==> src/llt_pkg.sv <==
// ----------------------------------------------------------------------------
// llt_pkg: shared types and constants of the lease lock table
// Command, status and state codes, request and response words, and the
// command and status bundles between the controller and the datapath.
// ----------------------------------------------------------------------------
package llt_pkg;

   localparam int unsigned TableEntriesDefault = 16;
   localparam int unsigned TagBitsDefault      = 32;
   localparam int unsigned HolderBitsDefault   = 16;

   typedef enum logic [2:0] {
      MODE_ACQUIRE = 3'd0,
      MODE_RELEASE = 3'd1,
      MODE_RENEW   = 3'd2,
      MODE_FORCE   = 3'd3,
      MODE_QUERY   = 3'd4,
      MODE_SWEEP   = 3'd5,
      MODE_CLEAR   = 3'd6,
      MODE_STATS   = 3'd7
   } mode_type;

   typedef enum logic [2:0] {
      ST_OK       = 3'd0,
      ST_LOCKED   = 3'd1,
      ST_NOT_HELD = 3'd2,
      ST_MISMATCH = 3'd3,
      ST_INVALID  = 3'd4,
      ST_FULL     = 3'd5
   } status_type;

   typedef enum logic [1:0] {
      FSM_IDLE,
      FSM_LOOKUP,
      FSM_WALK,
      FSM_HOLD
   } fsm_type;

   typedef struct packed {
      logic [2:0]  mode;
      logic [31:0] resource_tag;
      logic [15:0] holder;
      logic [31:0] lease_seconds;
      logic [31:0] now_seconds;
      logic        clear_all;
   } req_type;

   typedef struct packed {
      logic [2:0]  status;
      logic        is_held;
      logic [15:0] owner;
      logic [31:0] taken_at;
      logic [31:0] lease_now;
      logic [32:0] expiry_time;
      logic [15:0] renewals;
      logic [4:0]  swept_count;
      logic [4:0]  active_count;
      logic [31:0] acquire_total;
      logic [31:0] contention_total;
      logic [31:0] expiry_total;
   } rsp_type;

   // controller to datapath
   typedef struct packed {
      logic load;    // capture request word
      logic lookup;  // apply a single-entry command
      logic step;    // process one entry of a walk
      logic finish;  // build response word
   } cmd_type;

   // datapath to controller
   typedef struct packed {
      logic walk_mode;  // request is sweep or clear
      logic walk_last;  // walk pointer on the last entry
   } stat_type;

   function automatic logic [31:0] sat_inc32(input logic [31:0] v);
      sat_inc32 = (v == '1) ? v : v + 32'd1;
   endfunction

endpackage

==> src/llt_ctrl.sv <==
// ----------------------------------------------------------------------------
// llt_ctrl: sequencer of the lease lock table
// Accepts a request word, runs a lookup or a walk, then holds the response.
// ----------------------------------------------------------------------------
module llt_ctrl (
   input  logic              clock,
   input  logic              reset,
   input  logic              req_valid,
   output logic              req_ready,
   output logic              rsp_valid,
   input  logic              rsp_ready,
   input  llt_pkg::stat_type stat,
   output llt_pkg::cmd_type  cmd
);
   import llt_pkg::*;

   fsm_type state_ff, state_in;

   always_ff @(posedge clock) begin
      if (reset) begin
         state_ff <= FSM_IDLE;
      end else begin
         state_ff <= state_in;
      end
   end

   always_comb begin
      state_in = state_ff;
      unique case (state_ff)
         FSM_IDLE: begin
            if (req_valid) state_in = FSM_LOOKUP;
         end
         FSM_LOOKUP: begin
            state_in = stat.walk_mode ? FSM_WALK : FSM_HOLD;
         end
         FSM_WALK: begin
            if (stat.walk_last) state_in = FSM_HOLD;
         end
         FSM_HOLD: begin
            if (rsp_ready) state_in = FSM_IDLE;
         end
         default: state_in = FSM_IDLE;
      endcase
   end

   always_comb begin
      req_ready  = (state_ff == FSM_IDLE);
      rsp_valid  = (state_ff == FSM_HOLD);
      cmd.load   = (state_ff == FSM_IDLE) && req_valid;
      cmd.lookup = (state_ff == FSM_LOOKUP) && !stat.walk_mode;
      cmd.step   = (state_ff == FSM_WALK);
      cmd.finish = ((state_ff == FSM_LOOKUP) && !stat.walk_mode) ||
                   ((state_ff == FSM_WALK) && stat.walk_last);
   end

endmodule

==> config.mk <==
export PLATFORM = sky130hd
export DESIGN_NAME = llt_ctrl
export DESIGN_NICKNAME = d
export VERILOG_FILES = /design/src/llt_pkg.sv /design/src/llt_ctrl.sv
export SDC_FILE = /design/constraint.sdc
export NUM_CORES = 1
export LEC_CHECK = 0
export BUFFER_PORTS_ARGS = -buffer_cell sky130_fd_sc_hd__buf_2
export CORE_AREA = 5 5 42 44
export DETAILED_ROUTE_END_ITERATION = 7
export DIE_AREA = 0 0 47 49
export GPL_TIMING_DRIVEN = 0
export PLACE_DENSITY = 0.33
export SLEW_MARGIN = 0
export SYNTH_ARGS = -nofsm -noshare
export SYNTH_HDL_FRONTEND = slang
export SYNTH_SLANG_ARGS = --single-unit
==> constraint.sdc <==
create_clock -name clock -period 1.6 [get_ports clock]
set_input_delay 0.16 -clock clock [delete_from_list [all_inputs] [get_ports clock]]
set_output_delay 0.16 -clock clock [all_outputs]
set_load 0.005 [all_outputs]
# Yosys cells after proc, flatten, opt, wreduce, memory -nomap -nowiden
# Index checks and enable logic that the tools add are counted.
dict set report classes {
  eq_ne 6
  muxes 5
  reduce_logical 7
}
# operator count
set ops {}
lappend ops {{$pmux 2 s4} 1}
lappend ops {{$mux 2} 3}
lappend ops {{$eq 2x2->1 const B} 2}
lappend ops {{$ne 2x2->1 const B} 2}
lappend ops {{$logic_and 1x1->1} 3}
lappend ops {{$reduce_and 3->1} 1}
lappend ops {{$eq 2x1->1 const B} 1}
lappend ops {{$logic_not 2->1} 1}
lappend ops {{$ne 2x1->1 const B} 1}
lappend ops {{$logic_not 1->1} 1}
lappend ops {{$logic_or 1x1->1} 1}
lappend ops {{$mux 1} 1}
dict set report word_totals {
  register_bits 2
  inputBits 6
  word_cells 19
}

# Logic depth before layout (Yosys ltp)
dict set report depth {
  ltp_word 3
  depth_mapped 5
}

# Worst setup path after synthesis
# No wires, ideal clock.
dict set report synth_path {
  path_type {register -> register}
  startpoint {register state_ff[0]}
  endpoint {register state_ff[0]}
  setup_ns 0.103
  arrival_time_ns 1.240
  required_time_ns 1.497
  setup_slack_ns 0.257
  stages_incl_launch_ff 6
  path_cell_list {dfxtp_1 inv_1 ha_1 nand2b_1 nand3_1 a2111oi_2}
}
dict set report synth_between {
  elab_chain_cells 3
  elab_cells_between_ends 9
  cone_classes {eq/ne (6); mux (1); reduce/logical (2)}
}
# item line
set synth_rtl {}
lappend synth_rtl {{start: declaration} llt_ctrl.sv:17} ;# fsm_type state_ff, state_in;
lappend synth_rtl {{start signal: assignment} llt_ctrl.sv:23} ;# state_ff <= state_in;
lappend synth_rtl {{$logic_not 2->1 *} n/a}
lappend synth_rtl {{named net req_ready} llt_ctrl.sv:9} ;# output logic req_ready,
lappend synth_rtl {{$ne 2x2->1 (no source line)} n/a}
lappend synth_rtl {{$reduce_and 3->1 (no source line)} n/a}
# Mark *: on every way through the listed nets, which the timed path passes. The rest lies on a longest branch.
# A chain may end at the register's enable or synchronous reset.

# Final worst setup path
dict set report layout_path {
  startpoint {register state_ff[0]}
  endpoint {register state_ff[0]}
}
dict set report layout_between {
  elab_chain_cells 3
  elab_cells_between_ends 9
  cone_classes {eq/ne (6); mux (1); reduce/logical (2)}
}
# item line
set layout_rtl {}
lappend layout_rtl {{$eq 2x2->1 or $logic_not 2->1 (tied branches)} llt_ctrl.sv:29} ;# unique case (state_ff)
lappend layout_rtl {{$ne 2x2->1 (no source line) or $ne 2x1->1 (tied branches)} n/a}
lappend layout_rtl {{$reduce_and 3->1 (no source line)} n/a}
# Parallel ways exist; a longest one is shown, timed or not.

==> flow_summary.toml <==
[outcome]
status = "finished clean"

[global_route]
grt_pass1_vias = 196
gr-total-overflow = 0
antenna_found_initial = 0
grt_pass1_wl_um = 731
grt.total_usage = 0.0429
grt_max_degree = 6

[place]
port_buffers = 11
dp_worst_setup_slack_ns = 0.0805
place_congestion = 0.686
hpwl_um = 414

[synthesis]
synth_fa_ha_area_frac = 0.237
avgSynthCellArea_um2 = 9.61
yosysSeqAreaShare = 0.189
synth.cell_area_um2 = 211
ys_seq_elements = 2
synth-simple-area-share = 0.379
synth_xor_area_frac = 0
synth_top_family_by_area = "simple AND/OR/NAND/NOR gates"
synthTopCellsByArea = "ha_1 (24%), dfxtp_1 (19%), nand2b_1 (15%)"
synth_nets = 32
synth-compound-area-share = 0.112
yosysTopAreaCellShare = 0.237
yosysUniqueCellTypes = 13
synth_mux_area_frac = 0.0473
ys_warn_count = 0
yosys.area.top_type = "ha_1"
synth_cells = 22

[timing]
tightest_slew_ns = 0.318
report.final.setup_viol = 0
min_period_ns = 1.48
finalHoldViolCount = 0
fmax_mhz = 674
slew_headroom = 0.786
finalMaxSlewViolations = 0
fin_hold_ws_ns = 0.149
fin_ws_ns = 0.116
final.setup_skew_ns = 0.00124
fin_crit_sh = 0.928

[floorplanning]
die-area_um2 = 2300
io_pins = 12
initial_utilization = 0.151
die_h_um = 49
core_area_um2 = 1400
fp.dieW_um = 47
rows = 14

[power_and_ir_drop]
p_sw_w = 0.000216
power_switching_share = 0.394
p_per_area_nw_per_um2 = 1700
leakage_nw = 0.159
ir_worst_vdd_mv = 0.592
p_comb_frac = 0.613
pwr-share-clk = 0.197
p_int_w = 0.000333
seqPwrFrac = 0.190

[clocking]
root_buffer = "clkbuf_4"
h-tree-depth = 1
clock_latency_ns = 0.22
clockBufferDepth = 2
cts_setup_buffers = 0
cts.sinks = 2
cts.clk_slew.worst_paths_ns = 0.03
cts_buffers = 3
cts_tree = "yes"

[detailed_routing]
vias = 200
postRouteAntennaNets = 0
wl_um = 494
wl_per_cell_um = 9.50
drc = 0
drtPass1Iterations = 2
vias_per_cell = 3.85
first_iter_violations = 2

[layout]
diodes = 0
fin_util = 0.231
largest_reg_flops = 2
final_common_cell = "buf_2"
reg_top3 = "state_ff: 2 flops"
drive_gt1_frac = 0.528
nets = 48
top_register = "state_ff"
mostFrequentLayoutCells = "buf_2 (11), nand2b_1 (5), ha_1 (3), clkbuf_4 (3)"
syn_to_final_growth_pct = 53.3
fill_cells = 164

[min_path]
min_from = "reset"
min_path_type = "in -> reg"

[critical_path]
reg2reg_from = "state_ff[0]"
endpoint_kind = "flop"
cp.required_ns = 1.72
crit_type = "reg -> reg"
crit_fanout = 5
start_kind = "flop"
arrival_ns = 1.60
critical_path.startpoint = "state_ff[0]"

[flow_run]
cap_violations = 0
[logic make-up after synthesis]
group | after synthesis
mux | 1
buf+inv | 2
simple gates | 11
fa+ha+maj | 4
flops | 2
compound gates | 2
[final timing paths]
kind | slack [ns] | cells past startpoint | end
worst max register to register | 0.12 | 5 | state_ff[0]
worst max-delay path | 0.12 | 5 | state_ff[0]
worst min-delay path | 0.15 | 2 | state_ff[0]
worst min register to register | 0.54 | 2 | state_ff[1]
[per-stage QoR]
stage	instances	total power [W]	cell area (um^2)	TNS [ns]
CTS	52	0.000524	309	0
detailed placement	49	0.000407	287	0
floorplan	22	0.000309	211	0
global route	52	0.000612	324	-0.00925
global placement	49	0.000415	287	0
finish	52	0.000549	324	0
[area by class of cell]
type	count	area, um^2	area share
multi-input cells	18	179	0.552
repair buffers	11	55.1	0.170
flip-flops and latches	2	40.0	0.124
clock buffers	3	22.5	0.0695
well taps	16	20.0	0.0618
inverters	2	7.51	0.0232
[critical path: stages (launching register included)]
cell and delay, ns:
dfxtp_1 0.38, inv_1 0.13, ha_1 0.25, nand2b_1 0.10, nand3_1 0.15, a2111oi_4 0.37
[cell usage after synthesis]
| cell | instances |
|---|---|
| a2111oi_2 | 1 |
| and2_1 | 1 |
| a21o_2 | 1 |
| dfxtp_1 | 2 |
| nand2b_1 | 5 |
| nand3_1 | 1 |
| and4b_1 | 1 |
| nor2b_2 | 1 |
| inv_1 | 2 |
| mux2i_1 | 1 |
| ha_1 | 4 |
| nor3_1 | 1 |
| nor2b_4 | 1 |
[repair_timing]
item	CTS	global route
hold buffers	0	0
hold endpoints to repair	0	0
setup endpoints to repair	0	1
gates resized for setup	0	2
[power groups by stage]
stage	Sequential, W	Clock (W)	Combinational, W
final	0.000105	0.000108	0.000337
after global placement	0.000109	0	0.000306
after global routing	0.000110	0.000120	0.000382
after floorplan	0.0000981	0	0.000211
after CTS	0.000105	0.000115	0.000304
after detailed placement	0.000106	0	0.000300
[routing by layer]
metal | global-route usage | share of wire | vias to the layer above
li1 | - | - | 104
met1 | 0.0481 | 0.42 | 89
met2 | 0.0679 | 0.49 | 7
met3 | 0.0221 | 0.087 | 0
met4 | 0.0138 | 0 | 0
met5 | 0 | 0 | -
No activity file was read; power rests on OpenSTA's default activity.
